$ cat config.mk
export PLATFORM = sky130hd
export DESIGN_NAME = ksfa_sqrt
export DESIGN_NICKNAME = d
export VERILOG_FILES = /design/src/rtl/core/ksfa_sqrt.sv
export SDC_FILE = /design/constraint.sdc
export NUM_CORES = 2
export LEC_CHECK = 0
export ABC_CLOCK_PERIOD_IN_PS = 11560
export BUFFER_PORTS_ARGS = -buffer_cell sky130_fd_sc_hd__buf_2
export CELL_PAD_IN_SITES_DETAIL_PLACEMENT = 1
export CELL_PAD_IN_SITES_GLOBAL_PLACEMENT = 1
export CORE_MARGIN = 5
export CORE_UTILIZATION = 55
export DETAILED_ROUTE_END_ITERATION = 8
export PLACE_DENSITY = 0.86
export SLEW_MARGIN = 10
export SYNTH_ARGS = -nofsm -noshare
export SYNTH_HDL_FRONTEND = slang
export SYNTH_SLANG_ARGS = --single-unit
$ cat constraint.sdc
create_clock -name clk -period 11.56 [get_ports clk]
set_input_delay 2.312 -clock clk [delete_from_list [all_inputs] [get_ports clk]]
set_output_delay 2.312 -clock clk [all_outputs]
set_load 0.05 [all_outputs]
$ cat src/rtl/core/ksfa_sqrt.sv
`timescale 1ns / 1ps
// Floor square root, one root bit per pipeline stage.
module ksfa_sqrt #(
	parameter int RAD_W = 66,
	parameter int PAY_W = 1
) (
	input  logic                   clk,
	input  logic                   arst_n,
	input  logic                   en,
	input  logic                   in_valid,
	input  logic [RAD_W-1:0]       in_rad,
	input  logic [PAY_W-1:0]       in_pay,
	output logic                   out_valid,
	output logic [RAD_W/2-1:0]     out_root,
	output logic [PAY_W-1:0]       out_pay
);
	localparam int RT    = RAD_W / 2;
	localparam int REM_W = RT + 2;

	logic             v_s    [RT+1];
	logic [REM_W-1:0] rem_s  [RT+1];
	logic [RT-1:0]    root_s [RT+1];
	logic [RAD_W-1:0] rad_s  [RT+1];
	logic [PAY_W-1:0] pay_s  [RT+1];

	assign v_s[0]    = in_valid;
	assign rem_s[0]  = '0;
	assign root_s[0] = '0;
	assign rad_s[0]  = in_rad;
	assign pay_s[0]  = in_pay;

	for (genvar i = 0; i < RT; i++) begin : g_stage
		logic [REM_W+1:0] rsh;
		logic [REM_W+1:0] trial;
		logic [REM_W+1:0] diff;
		logic             ge;

		assign rsh   = {rem_s[i], rad_s[i][RAD_W-1 -: 2]};
		assign trial = {2'b00, root_s[i], 2'b01};
		assign diff  = rsh - trial;
		assign ge    = rsh >= trial;

		always_ff @(posedge clk or negedge arst_n) begin
			if (!arst_n) begin
				v_s[i+1] <= 1'b0;
			end else if (en) begin
				v_s[i+1] <= v_s[i];
			end
		end

		always_ff @(posedge clk) begin
			if (en) begin
				rem_s[i+1]  <= ge ? diff[REM_W-1:0] : rsh[REM_W-1:0];
				root_s[i+1] <= {root_s[i][RT-2:0], ge};
				rad_s[i+1]  <= {rad_s[i][RAD_W-3:0], 2'b00};
				pay_s[i+1]  <= pay_s[i];
			end
		end
	end

	assign out_valid = v_s[RT];
	assign out_root  = root_s[RT];
	assign out_pay   = pay_s[RT];

endmodule

; Word-level counts from Yosys, hierarchy flattened
; Index checks and enable logic that the tools add are counted.
[totals]
regBits = 2771
word_cells = 261
[classes]
addsub = 32
magnitude_cmp = 33
mux = 32
[ops]
columns = op, count
row1 = 35-bit 2-to-1 mux, 31
row2 = 37-bit by 10-bit >= comparator with 1-bit output, 1
row3 = 37-bit by 11-bit >= comparator with 1-bit output, 1
row4 = 37-bit by 12-bit >= comparator with 1-bit output, 1
row5 = 37-bit by 13-bit >= comparator with 1-bit output, 1
row6 = 37-bit by 14-bit >= comparator with 1-bit output, 1
row7 = 37-bit by 15-bit >= comparator with 1-bit output, 1
row8 = 37-bit by 16-bit >= comparator with 1-bit output, 1
row9 = 37-bit by 17-bit >= comparator with 1-bit output, 1
row10 = 37-bit by 18-bit >= comparator with 1-bit output, 1
row11 = 37-bit by 19-bit >= comparator with 1-bit output, 1
row12 = 37-bit by 20-bit >= comparator with 1-bit output, 1
row13 = 37-bit by 21-bit >= comparator with 1-bit output, 1
row14 = 37-bit by 22-bit >= comparator with 1-bit output, 1
row15 = 37-bit by 23-bit >= comparator with 1-bit output, 1
row16 = 37-bit by 24-bit >= comparator with 1-bit output, 1
row17 = 37-bit by 25-bit >= comparator with 1-bit output, 1
row18 = 37-bit by 26-bit >= comparator with 1-bit output, 1
row19 = 37-bit by 27-bit >= comparator with 1-bit output, 1
row20 = 37-bit by 28-bit >= comparator with 1-bit output, 1
row21 = 37-bit by 29-bit >= comparator with 1-bit output, 1
row22 = 37-bit by 3-bit >= comparator with 1-bit output, 1
row23 = 37-bit by 30-bit >= comparator with 1-bit output, 1
row24 = 37-bit by 31-bit >= comparator with 1-bit output, 1
row25 = other kinds (43), 43

; Depth between registers and ports, before layout
[logic_depth]
ltp_word = 2
mapped_depth = 15
depth_no_buf = 13

; Worst setup path after synthesis
; OpenSTA, ideal clock, no wires.
[synth_timing]
path_type = register to register
startpoint = register rem_s, in the netlist g_stage[4].rsh[2]
endpoint = register rem_s, in the netlist g_stage[5].rsh[31], data pin
setup_ns = 0.258
arrival_time_ns = 3.653
required_time_ns = 11.302
setup_slack_ns = 7.649
path_stages_with_launch = 13
n_path_buf = 1
cell_sequence = edfxtp_1 ha_1 o21a_1 o21a_1 o21a_1 o21ai_0 or4b_2 or2_2 buf_2 or3_1 or2_2 or4_1 xnor2_1
[synth_via]
elab_chain_cells = 2
elab_cells_between_ends = 3
cone_classes = 1 x add/sub / 1 x order compare / 1 x mux
[synth_lines]
columns = item, line_no
row1 = from (decl), 21  ; logic [REM_W-1:0] rem_s [RT+1];
row2 = "from (signal, indexed assignment)", 53  ; rem_s[i+1] <= ge ? diff[REM_W-1:0] : rsh[REM_W-1:0];
row3 = 35-bit by 6-bit subtractor with 35-bit output or 37-bit by 6-bit >= comparator with 1-bit output (tied branches), "40, 41"
row4 = 35-bit 2-to-1 mux *, 53
; Mark *: on every way between the ends. The rest lies on a longest branch, timed or not.
; A chain may end at the register's enable or synchronous reset.

; Worst setup path in the final report
[layout_timing]
startpoint = register rem_s, in the netlist g_stage[6].rsh[12]
endpoint = register rem_s, in the netlist g_stage[7].rsh[32], data pin
[layout_via]
elab_chain_cells = 2
elab_cells_between_ends = 3
cone_classes = 1 x add/sub / 1 x order compare / 1 x mux
[layout_lines]
columns = item, line_no
row1 = 35-bit by 8-bit subtractor with 35-bit output or 37-bit by 8-bit >= comparator with 1-bit output (tied branches), "40, 41"
row2 = 35-bit 2-to-1 mux *, 53
; Marks and branches as above.

==> flow_metrics.py <==
metrics = {
    "setup_path": {
        "max_stage_delay_ns": 0.75,
        "cp_max_fo": 23,
        "crit_slowest_cell": "or4_1",
        "cp-end-kind": "register",
        "crit_chain": "or4_1, or3_1, or2_2, o21ai_0, or4_1, nand3_1, or4_1, or3_1, xnor2_1",
        "crit_type": "register to register",
        "worst_setup_path_start_kind": "register",
        "arrival_ns": 5.56,
        "cp_common_cell": "or4_1",
        "crit_required_ns": 12.22,
    },
    "worst_hold_path": {
        "hp-class": "register to register",
    },
    "sta": {
        "holdWs_ns": 0.391,
        "max_freq_mhz": 204,
        "finClkSkew_ns": 0.0709,
        "setup-tns-final_ns": 0,
        "period_share": 0.424,
        "period_needed_ns": 4.90,
        "rsz0062_at_grt": "no",
        "final_hold_viol_count": 0,
        "relSlewSlack": 0.184,
        "setup_viol": 0,
        "slew_viol_final": 0,
        "worstMarginPinSlew_ns": 1.21,
    },
    "yosys": {
        "yosysUniqueCellTypes": 84,
        "synth_area_leader_cell": "edfxtp_1",
        "async_reset_ff_frac": 0.0120,
        "ys.flop_type": "edfxtp_1",
        "yosysTopAreaCellShare": 0.645,
        "syn_avg_cell_area_um2": 13.1,
        "yosys_warnings": 0,
        "synth_nets": 10307,
        "syn_area_mm2": 0.126,
        "synthCells": 9640,
        "synth_edf_count": 2717,
        "synth-seq-area-share": 0.652,
        "yosys-top-cells-area": "edfxtp_1 64%, ha_1 5.9%, xnor2_1 3.2%, xor2_1 3.1%, a21oi_1 2.4%",
        "ys_ff_latch": 2750,
    },
    "cells_and_area": {
        "nNetsFinal": 10572,
        "drive_gt1_frac": 0.0788,
        "nFillCells": 22106,
        "syn_to_final_growth_pct": 10.7,
        "utilization": 0.611,
    },
    "flow_run": {
        "maxCapViolations": 0,
    },
    "floorplan": {
        "rows": 176,
        "coreArea_mm2": 0.229,
        "io-pin-count": 106,
        "die_w_um": 490,
        "start_util": 0.551,
        "die_h_um": 490,
        "dieArea_mm2": 0.240,
    },
    "cts": {
        "numCtsBuffers": 301,
        "cts_htree_levels": 5,
        "post_cts_resize_count": 0,
        "clock_latency_ns": 0.98,
        "cts_sinks": 2750,
        "clk_pin_slew_ns": 0.06,
        "cts_setup_buffers": 0,
        "hold_buffers": 0,
        "cts_tree": "built",
        "cts_buffer_depth": 4,
        "cts-root-buf": "clkbuf_16",
    },
    "routing": {
        "drt-wirelength-per-cell_um": 23.8,
        "ant_nets": 0,
        "totalWireLength_um": 313000,
        "drc": 0,
        "dr.pass1.iters": 6,
        "drtIter0Drc": 6485,
        "vias": 79368,
        "vias_per_cell": 6.04,
    },
    "place": {
        "dp_hpwl_um": 215000,
        "place_congestion": 0.901,
        "portBuffers": 105,
    },
    "grt": {
        "grt_first_pass_wirelength_um": 488000,
        "grt_remaining_overflow": 0,
        "grt_pass1_vias": 85930,
        "grt_usage": 0.258,
        "grt_antenna_before_repair": 6,
        "grt_max_degree": 195,
    },
    "power": {
        "powerDensity_mw_per_mm2": 206,
        "p_leak_nw": 53.5,
        "ir_drop_mv": 0.144,
    },
    "run_status": {
        "status": "completed",
    },
}
-- synthesized netlist by cell type, drive strengths merged, types with 18 or more instances --
master	count
and2	28
nor2	609
mux2	127
o21a	95
or2	58
or4	83
nand4	94
inv	736
a2111oi	19
a31oi	55
or3	110
xor2	443
o211ai	24
buf	23
o21ai	496
a211o	18
nand2	611
clkbuf	168
and4	20
a211oi	49
edfxtp	2717
ha	596
o21bai	42
dfrtp	33
nand2b	124
xnor2	460
nand3b	20
o31ai	53
nor3	230
a21o	242
nor4	128
nor2b	86
nand3	135
and3	55
a21oi	612
-- per-layer routing --
| metal | share of wire | routed length (µm) | GRT usage | vias to the layer above |
|---|---|---|---|---|
| met1 | 0.38 | 118000 | 0.299 | 40106 |
| met2 | 0.53 | 167000 | 0.481 | 2272 |
| met5 | 0.000064 | 20 | 0 | - |
| met4 | 0.044 | 13800 | 0.108 | 4 |
| met3 | 0.043 | 13600 | 0.0337 | 819 |
| li1 | - | - | - | 36167 |
-- registers in the layout, indices dropped and copies added (netlist names) --
register / count
g_stage.rsh: 1131
rad_s: 992
g_stage.trial: 528
out_root: 33
pay_s: 32
v_s: 32
out_pay: 1
out_valid: 1
-- layout by cell type, fill, tap and decap left out, drive strengths merged, types with 230 or more instances in the layout --
master / instances
edfxtp: 2717
inv: 743
a21oi: 612
nand2: 611
nor2: 609
ha: 596
o21ai: 496
xnor2: 460
xor2: 443
clkbuf: 354
a21o: 242
nor3: 230
-- final timing paths --
| path | from | end | slack, ns | cells after the start |
|---|---|---|---|---|
| hold reg to reg | rad_s[774] | rad_s[710] | 0.39 | 0 |
| hold / removal | rad_s[774] | rad_s[710] | 0.39 | 0 |
| setup reg to reg | g_stage[6].rsh[12] | g_stage[7].rsh[32] | 6.66 | 9 |
| max in group asynchronous | arst_n | v_s[11] | 9.61 | 1 |
| min in group asynchronous | arst_n | v_s[2] | 1.45 | 1 |
| setup / recovery | g_stage[6].rsh[12] | g_stage[7].rsh[32] | 6.66 | 9 |
-- final cells by class --
cell class / count / area, µm² / area share
clock buffer: 354 / 7790 / 0.0556
sequential: 2750 / 82400 / 0.588
multi-input combinational: 5961 / 40700 / 0.291
timing repair buffer: 153 / 1090 / 0.00777
antenna: 1 / 2.50 / 0.0000179
inverter: 738 / 2770 / 0.0198
clock inverter: 155 / 1530 / 0.0109
tap: 3026 / 3790 / 0.0270
-- worst max-delay path: cells and delay by family, from the launching register on --
family / cells / cell delay (ns)
DFF: 1 / 0.49
and+or+nand+nor: 7 / 3.68
AOI/OAI and AO/OA: 1 / 0.27
xor gates and xnor gates: 1 / 0.14
-- through the flow --
stage	power, mW	worst slack, ns	area [µm²]	cells
finish	28.8	6.66	140000	13138
global route	30.1	6.41	140000	13138
CTS	28.9	6.66	140000	13136
detailed placement	19.5	6.45	131000	12627
global placement	19.0	6.59	131000	12627
floorplan	17.3	7.65	126000	9640
-- report_power, final --
group          leakage (nW)  internal (mW)  switching, mW
logic                  22.4           2.35           3.63
registers              26.6           12.6          0.942
clock network          4.58           5.43           3.86
-- cell families (layout without fill, tap and decap cells) --
| logic type | after synthesis | in the layout | share of synthesized area |
|---|---|---|---|
| other | 1 | 2 | 0.0000296 |
| muxes | 143 | 143 | 0.0126 |
| adders and majority gates | 596 | 596 | 0.0590 |
| xor gates and xnor gates | 903 | 903 | 0.0625 |
| and+or+nand+nor | 2446 | 2446 | 0.0960 |
| AOI/OAI and AO/OA | 1872 | 1872 | 0.0908 |
| buffers and inverters | 929 | 1400 | 0.0277 |
| DFF | 2750 | 2750 | 0.652 |
Power figures use the tool's default switching activity.
